### config.mk
export PLATFORM = sky130hd
export DESIGN_NAME = touch_sample_filter_calibrate_unit
export DESIGN_NICKNAME = d
export VERILOG_FILES = /design/src/rtl/tsf_pkg.sv /design/src/rtl/tsf_cell.sv /design/src/rtl/touch_sample_filter_calibrate_unit.sv
export SDC_FILE = /design/constraint.sdc
export NUM_CORES = 1
export LEC_CHECK = 0
export BUFFER_PORTS_ARGS = -buffer_cell sky130_fd_sc_hd__buf_2
export CAP_MARGIN = 25
export CORE_UTILIZATION = 40
export CTS_CLUSTER_SIZE = 16
export DETAILED_ROUTE_END_ITERATION = 16
export HOLD_SLACK_MARGIN = 0.12
export PLACE_DENSITY_LB_ADDON = 0.08
export SETUP_SLACK_MARGIN = 0.5
export SYNTH_ARGS = -nofsm -noshare
export SYNTH_HDL_FRONTEND = slang
export SYNTH_SLANG_ARGS = --single-unit
### constraint.sdc
create_clock -name i_clk -period 15.2 [get_ports i_clk]
set_input_delay 0.76 -clock i_clk [delete_from_list [all_inputs] [get_ports i_clk]]
set_output_delay 0.76 -clock i_clk [all_outputs]
set_load 0.01 [all_outputs]
### src/rtl/tsf_pkg.sv
// Shared types and constants for the touch sample filter and calibrator.
package tsf_pkg;

    localparam int SAMPLES_DEF = 7;
    localparam int DISCARD_DEF = 2;

    localparam int SAMPLE_BITS = 12;
    localparam logic [SAMPLE_BITS-1:0] SAMPLE_MAX = 12'h0fff;

    localparam int COORD_W    = 12;
    localparam int COORD_FRAC = 12;
    localparam int SCALE_W    = 16;
    localparam int PRESS_W    = 13;

    localparam int CFG_IDX_W  = 3;
    localparam int CFG_DATA_W = 16;

    localparam int IN_TDATA_W  = 16;
    localparam int OUT_TDATA_W = 32;

    localparam logic [SAMPLE_BITS-1:0] X_ZERO_RST  = 12'd3860;
    localparam logic [SAMPLE_BITS-1:0] Y_ZERO_RST  = 12'd370;
    localparam logic [SCALE_W-1:0]     X_SCALE_RST = 16'hFE8C;   // -372
    localparam logic [SCALE_W-1:0]     Y_SCALE_RST = 16'd283;
    localparam logic [COORD_W-1:0]     X_LIMIT_RST = 12'd319;
    localparam logic [COORD_W-1:0]     Y_LIMIT_RST = 12'd239;
    localparam logic [PRESS_W-1:0]     PRESS_RST   = 13'd550;

    typedef enum logic [1:0] {
        CH_X  = 2'd0,
        CH_Y  = 2'd1,
        CH_Z1 = 2'd2,
        CH_Z2 = 2'd3
    } t_chan;

    typedef enum logic [CFG_IDX_W-1:0] {
        CFG_X_ZERO   = 3'd0,
        CFG_Y_ZERO   = 3'd1,
        CFG_X_SCALE  = 3'd2,
        CFG_Y_SCALE  = 3'd3,
        CFG_SWAP_XY  = 3'd4,
        CFG_X_LIMIT  = 3'd5,
        CFG_Y_LIMIT  = 3'd6,
        CFG_PRESS    = 3'd7
    } t_cfg_idx;

    // per-cell insert control
    typedef struct packed {
        logic en;    // a word is taken this cycle
        logic occ;   // cell holds a sample of the current run
        logic tail;  // cell is the first free slot
    } t_cell_ctl;

endpackage

### src/rtl/tsf_cell.sv
// One slot of the sorted sample row: compare, hold or shift from the left.
module tsf_cell
    import tsf_pkg::*;
(
    input  logic                   i_clk,
    input  t_cell_ctl              i_ctl,
    input  logic [SAMPLE_BITS-1:0] i_sample,
    input  logic [SAMPLE_BITS-1:0] i_left_val,
    input  logic                   i_left_gt,
    output logic [SAMPLE_BITS-1:0] o_val,
    output logic                   o_gt
);

    logic [SAMPLE_BITS-1:0] r_val;
    logic [SAMPLE_BITS-1:0] n_val;
    logic                   gt_self;
    logic                   wr;

    assign gt_self = i_ctl.occ && (r_val > i_sample);
    assign wr      = i_ctl.en && (i_ctl.tail || gt_self);
    // left neighbor moved right too: take its old value, else the new sample lands here
    assign n_val   = i_left_gt ? i_left_val : i_sample;

    always_ff @(posedge i_clk) begin
        if (wr) begin
            r_val <= n_val;
        end
    end

    assign o_val = r_val;
    assign o_gt  = gt_self;

endmodule

### src/rtl/touch_sample_filter_calibrate_unit.sv
// Top level: sorted-insert cell row, trimmed mean and screen calibration pipeline.
// Throughput: one sample word per cycle while s_axis_tready is high; one result per
//   SAMPLES samples of a channel. The edge that takes the run's last sample inserts it,
//   then the middle sum, reciprocal multiply, offset times scale, and truncate and clamp
//   are registered in turn.
// A stalled result only blocks input when a finished run cannot leave the sort row.
// Reset (synchronous, active low) clears run count, channel, Z1 mean and valids, and
//   reloads the calibration defaults.
module touch_sample_filter_calibrate_unit
    import tsf_pkg::*;
#(
    parameter int SAMPLES = SAMPLES_DEF,
    parameter int DISCARD = DISCARD_DEF
) (
    input  logic                   i_clk,
    input  logic                   i_rst_n,

    input  logic                   s_axis_tvalid,
    output logic                   s_axis_tready,
    input  logic [IN_TDATA_W-1:0]  s_axis_tdata,   // [11:0] sample, [12] pen_irq_low
    input  logic [1:0]             s_axis_tuser,   // [1:0] channel

    output logic                   m_axis_tvalid,
    input  logic                   m_axis_tready,
    output logic [OUT_TDATA_W-1:0] m_axis_tdata,   // [11:0] filtered, [12] coord_axis,
                                                   // [24:13] coord, [25] pressed
    output logic [1:0]             m_axis_tuser,   // [1:0] out_channel

    input  logic                   i_cfg_we,
    input  logic [CFG_IDX_W-1:0]   i_cfg_idx,
    input  logic [CFG_DATA_W-1:0]  i_cfg_data
);

    // trim depth shrinks so at least one sample survives
    localparam int EFF_D   = (2 * DISCARD < SAMPLES) ? DISCARD : (SAMPLES - 1) / 2;
    localparam int KEEP    = SAMPLES - 2 * EFF_D;
    localparam int CNT_W   = $clog2(SAMPLES);
    localparam int SUM_W   = SAMPLE_BITS + $clog2(KEEP);
    // mean = (sum * RECIP) >> RSH, exact for every sum below 2^SUM_W
    localparam int RSH     = SUM_W + $clog2(KEEP);
    localparam int RECIP_W = RSH + 1;
    localparam logic [RECIP_W-1:0] RECIP = RECIP_W'((2 ** RSH) / KEEP + 1);
    localparam int PROD_W  = SUM_W + RECIP_W;
    localparam int DIFF_W  = SAMPLE_BITS + 1;
    localparam int MAP_W   = DIFF_W + SCALE_W;
    localparam logic [MAP_W-1:0] FRAC_MASK = MAP_W'((2 ** COORD_FRAC) - 1);

    // ---------------- configuration ----------------
    logic [SAMPLE_BITS-1:0]   r_x_zero, r_y_zero;
    logic signed [SCALE_W-1:0] r_x_scale, r_y_scale;
    logic                     r_swap;
    logic [COORD_W-1:0]       r_x_limit, r_y_limit;
    logic [PRESS_W-1:0]       r_press_min;

    always_ff @(posedge i_clk) begin
        if (!i_rst_n) begin
            r_x_zero    <= X_ZERO_RST;
            r_y_zero    <= Y_ZERO_RST;
            r_x_scale   <= X_SCALE_RST;
            r_y_scale   <= Y_SCALE_RST;
            r_swap      <= 1'b0;
            r_x_limit   <= X_LIMIT_RST;
            r_y_limit   <= Y_LIMIT_RST;
            r_press_min <= PRESS_RST;
        end else if (i_cfg_we) begin
            unique case (t_cfg_idx'(i_cfg_idx))
                CFG_X_ZERO:  r_x_zero    <= i_cfg_data[SAMPLE_BITS-1:0];
                CFG_Y_ZERO:  r_y_zero    <= i_cfg_data[SAMPLE_BITS-1:0];
                CFG_X_SCALE: r_x_scale   <= i_cfg_data[SCALE_W-1:0];
                CFG_Y_SCALE: r_y_scale   <= i_cfg_data[SCALE_W-1:0];
                CFG_SWAP_XY: r_swap      <= i_cfg_data[0];
                CFG_X_LIMIT: r_x_limit   <= i_cfg_data[COORD_W-1:0];
                CFG_Y_LIMIT: r_y_limit   <= i_cfg_data[COORD_W-1:0];
                CFG_PRESS:   r_press_min <= i_cfg_data[PRESS_W-1:0];
                default: ;
            endcase
        end
    end

    // ---------------- handshake / stage readiness ----------------
    logic r_v1, r_v2, r_v3, r_v4, r_ov;
    logic rdy1, rdy2, rdy3, rdy4, rdy_o;

    // each stage moves when the next one has room or moves too
    assign rdy_o = !r_ov || m_axis_tready;
    assign rdy4  = !r_v4 || rdy_o;
    assign rdy3  = !r_v3 || rdy4;
    assign rdy2  = !r_v2 || rdy3;
    // a finished run sitting in the row must be summed before the row changes
    assign rdy1  = !r_v1 || rdy2;
    assign s_axis_tready = rdy1;

    logic                   in_acc;
    logic [SAMPLE_BITS-1:0] in_sample;
    t_chan                  in_ch;
    logic                   in_irq;

    assign in_acc    = s_axis_tvalid && rdy1;
    assign in_sample = s_axis_tdata[SAMPLE_BITS-1:0];
    assign in_irq    = s_axis_tdata[SAMPLE_BITS];
    assign in_ch     = t_chan'(s_axis_tuser);

    // ---------------- run tracking ----------------
    logic [CNT_W-1:0] r_cnt;
    t_chan            r_run_ch;
    logic [CNT_W-1:0] eff_cnt;
    logic             run_done;

    // a channel change drops the partial run
    assign eff_cnt  = (r_cnt != '0 && in_ch != r_run_ch) ? '0 : r_cnt;
    assign run_done = (eff_cnt == CNT_W'(SAMPLES - 1));

    always_ff @(posedge i_clk) begin
        if (!i_rst_n) begin
            r_cnt    <= '0;
            r_run_ch <= CH_X;
        end else if (in_acc) begin
            r_cnt <= run_done ? '0 : eff_cnt + CNT_W'(1);
            if (eff_cnt == '0) begin
                r_run_ch <= in_ch;
            end
        end
    end

    // ---------------- sorted insert row ----------------
    logic [SAMPLE_BITS-1:0] cell_val [SAMPLES];
    logic                   cell_gt  [SAMPLES];

    genvar gi;
    generate
        for (gi = 0; gi < SAMPLES; gi++) begin : g_cell
            t_cell_ctl              ctl;
            logic [SAMPLE_BITS-1:0] left_val;
            logic                   left_gt;

            assign ctl.en   = in_acc;
            assign ctl.occ  = eff_cnt > CNT_W'(gi);
            assign ctl.tail = eff_cnt == CNT_W'(gi);

            if (gi == 0) begin : g_head
                assign left_val = '0;
                assign left_gt  = 1'b0;
            end else begin : g_link
                assign left_val = cell_val[gi-1];
                assign left_gt  = cell_gt[gi-1];
            end

            tsf_cell u_cell (
                .i_clk      (i_clk),
                .i_ctl      (ctl),
                .i_sample   (in_sample),
                .i_left_val (left_val),
                .i_left_gt  (left_gt),
                .o_val      (cell_val[gi]),
                .o_gt       (cell_gt[gi])
            );
        end
    endgenerate

    // stage 1: finished run waiting in the row
    t_chan r_ch1;
    logic  r_irq1;

    always_ff @(posedge i_clk) begin
        if (!i_rst_n) begin
            r_v1 <= 1'b0;
        end else if (rdy1) begin
            r_v1 <= in_acc && run_done;
        end
    end

    always_ff @(posedge i_clk) begin
        if (in_acc && run_done) begin
            r_ch1  <= in_ch;
            r_irq1 <= in_irq;
        end
    end

    // ---------------- stage 2: sum of the middle slots ----------------
    logic [SUM_W-1:0] mid_sum;

    always_comb begin
        mid_sum = '0;
        for (int k = EFF_D; k < SAMPLES - EFF_D; k++) begin
            mid_sum = mid_sum + SUM_W'(cell_val[k]);
        end
    end

    logic [SUM_W-1:0] r_sum2;
    t_chan            r_ch2;
    logic             r_irq2;

    always_ff @(posedge i_clk) begin
        if (!i_rst_n) begin
            r_v2 <= 1'b0;
        end else if (rdy2) begin
            r_v2 <= r_v1;
        end
    end

    always_ff @(posedge i_clk) begin
        if (rdy2 && r_v1) begin
            r_sum2 <= mid_sum;
            r_ch2  <= r_ch1;
            r_irq2 <= r_irq1;
        end
    end

    // ---------------- stage 3: divide by KEEP via reciprocal ----------------
    logic [PROD_W-1:0] r_prod3;
    t_chan             r_ch3;
    logic              r_irq3;

    always_ff @(posedge i_clk) begin
        if (!i_rst_n) begin
            r_v3 <= 1'b0;
        end else if (rdy3) begin
            r_v3 <= r_v2;
        end
    end

    always_ff @(posedge i_clk) begin
        if (rdy3 && r_v2) begin
            r_prod3 <= PROD_W'(r_sum2) * PROD_W'(RECIP);
            r_ch3   <= r_ch2;
            r_irq3  <= r_irq2;
        end
    end

    // ---------------- stage 4: offset, scale, pressure ----------------
    logic [SAMPLE_BITS-1:0]    mean3;
    logic                      pos3, to_x3;
    logic [SAMPLE_BITS-1:0]    zero3;
    logic signed [SCALE_W-1:0] scale3;
    logic signed [DIFF_W-1:0]  diff3;
    logic signed [MAP_W-1:0]   map3;
    logic [PRESS_W-1:0]        zsum3;
    logic                      pressed3;
    logic [SAMPLE_BITS-1:0]    r_z1;

    assign mean3  = r_prod3[RSH +: SAMPLE_BITS];
    assign pos3   = (r_ch3 == CH_X) || (r_ch3 == CH_Y);
    // default routing sends raw Y to screen x
    assign to_x3  = r_swap ? (r_ch3 == CH_X) : (r_ch3 == CH_Y);
    assign zero3  = to_x3 ? r_x_zero : r_y_zero;
    assign scale3 = to_x3 ? r_x_scale : r_y_scale;
    assign diff3  = signed'({1'b0, mean3}) - signed'({1'b0, zero3});
    assign map3   = MAP_W'(diff3) * MAP_W'(scale3);
    // z1 + full scale - z2 never goes negative
    assign zsum3  = PRESS_W'(r_z1) + PRESS_W'(SAMPLE_MAX) - PRESS_W'(mean3);
    assign pressed3 = (r_ch3 == CH_Z2) && (r_irq3 || (zsum3 > r_press_min));

    logic [SAMPLE_BITS-1:0]  r_mean4;
    t_chan                   r_ch4;
    logic                    r_pos4;
    logic                    r_axis4;
    logic signed [MAP_W-1:0] r_map4;
    logic                    r_pressed4;

    always_ff @(posedge i_clk) begin
        if (!i_rst_n) begin
            r_v4 <= 1'b0;
            r_z1 <= '0;
        end else begin
            if (rdy4) begin
                r_v4 <= r_v3;
            end
            if (rdy4 && r_v3 && r_ch3 == CH_Z1) begin
                r_z1 <= mean3;
            end
        end
    end

    always_ff @(posedge i_clk) begin
        if (rdy4 && r_v3) begin
            r_mean4    <= mean3;
            r_ch4      <= r_ch3;
            r_pos4     <= pos3;
            r_axis4    <= pos3 && !to_x3;
            r_map4     <= map3;
            r_pressed4 <= pressed3;
        end
    end

    // ---------------- stage 5: truncate toward zero, clamp, output ----------------
    logic signed [MAP_W-1:0] rnd4;
    logic signed [MAP_W-1:0] q4;
    logic [COORD_W-1:0]      limit4;
    logic [COORD_W-1:0]      coord4;

    assign rnd4   = r_map4 + (r_map4[MAP_W-1] ? signed'(FRAC_MASK) : signed'(MAP_W'(0)));
    assign q4     = rnd4 >>> COORD_FRAC;
    assign limit4 = r_axis4 ? r_y_limit : r_x_limit;

    always_comb begin
        if (!r_pos4 || q4 < 0) begin
            coord4 = '0;
        end else if (q4 > signed'(MAP_W'(limit4))) begin
            coord4 = limit4;
        end else begin
            coord4 = q4[COORD_W-1:0];
        end
    end

    logic [SAMPLE_BITS-1:0] r_o_mean;
    t_chan                  r_o_ch;
    logic                   r_o_axis;
    logic [COORD_W-1:0]     r_o_coord;
    logic                   r_o_pressed;

    always_ff @(posedge i_clk) begin
        if (!i_rst_n) begin
            r_ov <= 1'b0;
        end else if (rdy_o) begin
            r_ov <= r_v4;
        end
    end

    always_ff @(posedge i_clk) begin
        if (rdy_o && r_v4) begin
            r_o_mean    <= r_mean4;
            r_o_ch      <= r_ch4;
            r_o_axis    <= r_axis4;
            r_o_coord   <= coord4;
            r_o_pressed <= r_pressed4;
        end
    end

    assign m_axis_tvalid = r_ov;
    assign m_axis_tuser  = r_o_ch;
    assign m_axis_tdata  = {
        (OUT_TDATA_W - SAMPLE_BITS - COORD_W - 2)'(0),
        r_o_pressed,
        r_o_coord,
        r_o_axis,
        r_o_mean
    };

endmodule
# [Yosys cells after proc, flatten, opt, wreduce, memory -nomap -nowiden]
# Index checks and enable logic that the tools add are counted.
[op_classes] add_sub_neg=7 n_mul=2 n_lt_le_gt_ge=13 eq_ne=16 n_mux=12 n_reduce_logical=53
[op_table] operator="12-bit two-way mux" count=8
[op_table] operator="12-bit greater-than comparator" count=5
[op_table] operator="29-bit by 13-bit adder with 29-bit output" count=1
[op_table] operator="13-bit by 16-bit multiplier with 29-bit output" count=1
[op_table] operator="14-bit by 14-bit multiplier with 27-bit output (second input constant)" count=1
[op_table] operator="1-bit logical AND" count=20
[op_table] operator="3-bit equality test (second input constant)" count=6
[op_table] operator="2-bit AND reduction" count=9
[op_table] operator="17-bit by 13-bit greater-than comparator with 1-bit output" count=1
[op_table] operator="17-bit by 1-bit < comparator with 1-bit output (second input constant)" count=1
[op_table] operator="16-bit two-way mux" count=1
[op_table] operator="13-bit by 12-bit adder with 14-bit output" count=1
[op_table] operator="12-bit by 12-bit adder with 13-bit output" count=1
[op_table] operator="12-bit by 12-bit adder with 13-bit output (second input constant)" count=1
[op_table] operator="13-bit greater-than comparator" count=1
[op_table] operator="1-bit logical OR" count=13
[op_table] operator="12-bit by 12-bit subtractor with 13-bit output" count=1
[op_table] operator="13-bit by 12-bit subtractor with 13-bit output" count=1
[op_table] operator="3-bit by 2-bit equality test with 1-bit output (second input constant)" count=4
[op_table] operator="1-bit zero test" count=7
[op_table] operator="3-bit by 1-bit equality test with 1-bit output (second input constant)" count=2
[op_table] operator="3-bit by 1-bit greater-than comparator with 1-bit output (second input constant)" count=2
[op_table] operator="3-bit by 2-bit greater-than comparator with 1-bit output (second input constant)" count=2
[op_table] operator="3-bit zero test" count=2
[op_table] operator="other kinds (9)" count=11
[totals] register_bits=300 in_bits=42 output_inout_bits=36

# [Logic depth before layout (Yosys ltp)]
[depth] ltp_word=8 ltp_mapped=36 depth_no_buf=33

# [Hierarchy]
# Synthesis repeated with hierarchy kept, for this count alone.
[unflattened] cells_unflattened=2653 hier_area_um2=25667.1
[modules_own_cells] module="touch_sample_filter_calibrate_unit" n_inst=1 cells_each=2243 area_each_um2=21688.3 seq_area_each_um2=5595.4
[modules_own_cells] module="tsf_cell" n_inst=5 cells_each=82 area_each_um2=795.8 seq_area_each_um2=360.3

# [Worst setup path after synthesis]
# Ideal clock, no wire load.
[synth_path] path_type="register to register" start="reg r_ch3[0]" end="reg r_map4[28], data pin" setup_ns=0.259 arrival_ns=8.261 setup_slack_ns=6.680 stages_incl_launch_ff=32 cell_sequence="edfxtp_1 xnor2_1 nor2_1 buf_2 buf_2 buf_2 mux2i_1 ha_1 nor2b_1 o21ai_0 a21boi_0 o21ai_0 a211oi_2 nor3_1 xor2_1 nor2_1 fa_1 inv_1 fa_1 inv_1 fa_1 fa_1 inv_1 fa_1 inv_1 ha_1 ha_1 and2_1 and3_1 a211oi_1 a21oi_1 xnor2_1"
[synth_via] elab_chain_cells=5 word_cells_on_any_way=7
[synth_lines] item="start, declared" line="touch_sample_filter_calibrate_unit.sv:211" rtl="t_chan r_ch3;"
[synth_lines] item="start signal, assigned" line="touch_sample_filter_calibrate_unit.sv:225" rtl="r_ch3 <= r_ch2;"
[synth_lines] item="2-bit by 1-bit equality test with 1-bit output or 2-bit zero test (tied branches)" line="touch_sample_filter_calibrate_unit.sv:244" rtl="assign to_x3 = r_swap ? (r_ch3 == CH_X) : (r_ch3 == CH_Y);"
[synth_lines] item="1-bit two-way mux (*)" line="touch_sample_filter_calibrate_unit.sv:244"
[synth_lines] item="12-bit two-way mux" line="touch_sample_filter_calibrate_unit.sv:245" rtl="assign zero3 = to_x3 ? r_x_zero : r_y_zero;"
[synth_lines] item="12-bit by 12-bit subtractor with 13-bit output" line="touch_sample_filter_calibrate_unit.sv:247" rtl="assign diff3 = signed'({1'b0, mean3}) - signed'({1'b0, zero3});"
[synth_lines] item="13-bit by 16-bit multiplier with 29-bit output (*)" line="touch_sample_filter_calibrate_unit.sv:248" rtl="assign map3 = MAP_W'(diff3) * MAP_W'(scale3);"
[synth_lines] item="via map3[28]" line="touch_sample_filter_calibrate_unit.sv:236" rtl="logic signed [MAP_W-1:0] map3;"
[synth_lines] item="end signal, assigned" line="touch_sample_filter_calibrate_unit.sv:280" rtl="r_map4 <= map3;"
[synth_lines] item="end, declared" line="touch_sample_filter_calibrate_unit.sv:257" rtl="logic signed [MAP_W-1:0] r_map4;"
# The timed path passes the listed nets; every way through them passes the cells marked *.
# A chain may end at the register's enable or synchronous reset.

# [Final worst setup path]
# Same ends and word-level chain as after synthesis.

==> impl_results.md <==
* CP Data Required Time at ~15 ns
* Fin. max-slew vios at 0
* Post-CTS setup buffer count at 0
* Cell with the most instances after synthesis: nand2_1
* Max Fclk at just over 0.1 GHz
* Vias per cell at between 5 and 6
* Sink Count at about 290
* Endpoints failing hold at 0
* Htree depth at 2
* Cell area power density at ~120 nW/um^2
* First-pass GRT wire length at approximately 100 mm
* Overflow left after global routing at 0
* Die W at approximately 250 um
* DRT Wirelength at about 64 mm
* Worst-path fanout max at 42
* Syn-to-layout area delta at 10.05%
* Finish-stage setup viols at 0
* Max-slew headroom at 29.89%
* Routed vias at ~18000
* Post-synth EDFFs at ~170
* Initial antenna violation count at 2
* Die Ht at between 200 and 300 um
* Post-Syn Area at roughly 25000 um^2
* Largest net degree at the start of global routing at 116
* Nets@finish at about 3200
* Area leader, netlist: fa_1
* RSZ-0062 raised after global routing: no
* Top post-synthesis cells by count: 373 x nand2_1, 352 x inv_1, 293 x ha_1
* Routability cong. at 0.8348
* Highest ir drop seen on vdd at ~120 uV
* Sequential area share after synthesis at just under 30%
* Clk Latency, worst-skew pair at about 0.52 ns
* Filler cells at ~6000
* Most used DFF post-synth: edfxtp_1
* Root Driver: clkbuf_16
* CP max stage delay at between 0.8 and 0.9 ns
* Worst min path class: reg2reg
* Skew final at approximately 0.012 ns
* Vias in the first global route at roughly 18000
* All-Layer GR Usage at between 20% and 30%
* Setup TNS at 0 ns
* Yosys top cell area share at 21.14%
* Worst Tran Pin Value at between 1 and 1.5 ns
* Input/output buffers at 68
* Initial DRC count at 731
* Hold buffers post-CTS at 0
* Routed length per instance at about 18 um
* Post-route design area at 27830 um^2
* Total CTS buffers at 34
* Synthesis-stage register bit count at 285
* Layout cells sized above 1 at roughly 8.1%
* Worst Path Arrival at 10.19 ns
* LEAKAGE at 12.69 nW
* CTS tree: built
* Most Frequent Cell on Critical Path: fa_1
* Critical path class: reg2reg
* Placed inst area at roughly 27000 um^2
* Initial Utilization at between 40% and 50%
* Synth Area per Inst at 9.947 um^2
* Startpoint types: flop
* Boundary Pins at between 70 and 80
* Worst-path clk slew at 0.06 ns
* Mapped Cells at approximately 2500
* # rows at about 90
* Async set or reset register ratio after synthesis at 0%
* Min Tclk post-route at roughly 9.9 ns
* Crit. End Element: flop
* First-pass DRT Iterations at 5
* Ys Warns at 0
* DR DRC count at 0
* Core Area at ~62000 um^2
* Post-DP HPWL at 50.52 mm
* Ranking of synthesized cells by area: fa_1 21%, edfxtp_1 20%, ha_1 14%, dfxtp_1 9.2%, nand2_1 5.5%
* Worst path slowest cell: xor2_2
* Die area at roughly 64000 um^2
* Status: complete, no violations
* Post-CTS Resized at 0
* Final worst path period share at 65.25%
* Max-Cap Viols at 0
* Clock Tree Buf Depth at 3
* Synth cell types at between 60 and 70
* Final ANT Viol Nets at 0
==> worst paths after layout <==
| kind | startpoint | end | slack, ns | depth (start not counted) |
|---|---|---|---|---|
| max | r_ch3[0] | r_map4[28] | 5.28 | 32 |
| min | r_mean4[4] | r_o_mean[4] | 0.42 | 0 |
| max reg2reg | r_ch3[0] | r_map4[28] | 5.28 | 32 |
| min reg2reg | r_mean4[4] | r_o_mean[4] | 0.42 | 0 |
==> through the flow <==
| step | util (%) | power (mW) | hold slack [ns] | worst slack [ns] | cells |
|---|---|---|---|---|---|
| 2_1_floorplan | - | 2.069 | 0.4003 | 6.680 | 2547 |
| 3_3_place_gp | 42.87 | 2.506 | 0.4045 | 5.297 | 3405 |
| 3_5_place_dp | 42.93 | 2.518 | 0.4056 | 5.294 | 3408 |
| 4_1_cts | 44.76 | 3.375 | 0.3974 | 5.258 | 3470 |
| 5_1_grt | 44.84 | 3.583 | 0.3982 | 4.771 | 3474 |
| 6_report | 44.84 | 3.303 | 0.4194 | 5.281 | 3475 |
==> state kept, by name (all words and copies together), names as in the netlist, 13 cells and up <==
signal / cells
r_y_scale: 16
g_cell.u_cell.o_val: 60
r_sum2: 14
r_press_min: 13
r_x_scale: 16
r_map4: 29
==> worst max-delay path, delay by kind of cell (launching register included) <==
kind / cells / cell delay [ns]
AND/OR/NAND/NOR: 4 / 0.54
AO/OA/AOI/OAI: 10 / 2.53
buffers and inverters: 5 / 0.76
flip-flops: 1 / 0.46
multiplexers: 1 / 0.29
XOR/XNOR: 3 / 1.26
adder cells (fa/ha/maj): 9 / 3.79
==> metal layers <==
metal | GRT usage, % | wire length, um | part of all wire, % | vias to the layer above
met1 | 27.00 | 29030 | 45 | 8640
met4 | 5.593 | 1506 | 2.3 | 0
met2 | 36.31 | 31650 | 49 | 265
met5 | 0 | 0 | 0 | -
met3 | 2.148 | 1955 | 3.0 | 84
li1 | - | - | - | 8593
==> kinds of logic (layout without fill, tap and decap cells) <==
group,count (synthesis),after routing,share of synthesized area (%)
simple gates,746,746,12.99
fa+ha+maj,560,560,35.64
buf+inv,426,516,6.572
compound gates,368,368,9.590
flops,285,285,29.26
xor+xnor,87,87,3.043
mux,69,69,2.890
other cells,1,7,0.01483
==> cells in the final DEF (no fill, tap or decap), types with 68 or more instances in the layout <==
cell type    n
dfxtp_1    116
inv_1      352
buf_2       68
fa_1       267
edfxtp_1   169
ha_1       293
nand2_1    373
nor2_1     146
a21oi_1     91
==> report_power, final <==
group / internal, mW / leakage, nW / switching, mW
combinational: 0.651 / 9.65 / 0.908
clock: 0.501 / 0.560 / 0.329
sequential: 0.906 / 2.48 / 0.00748
==> layout make-up <==
cell class              count  area, um^2  area share [%]
clock buffers              52        1026           3.687
clock inverters            10       105.1          0.3777
well taps                 837        1047           3.764
flip-flops and latches    285        7397           26.58
diodes                      1       2.502        0.008993
multi-input cells        1836       16300           58.56
inverters                 352        1321           4.748
repair buffers            102       630.6           2.266
No activity file was read; power rests on OpenSTA's default activity.
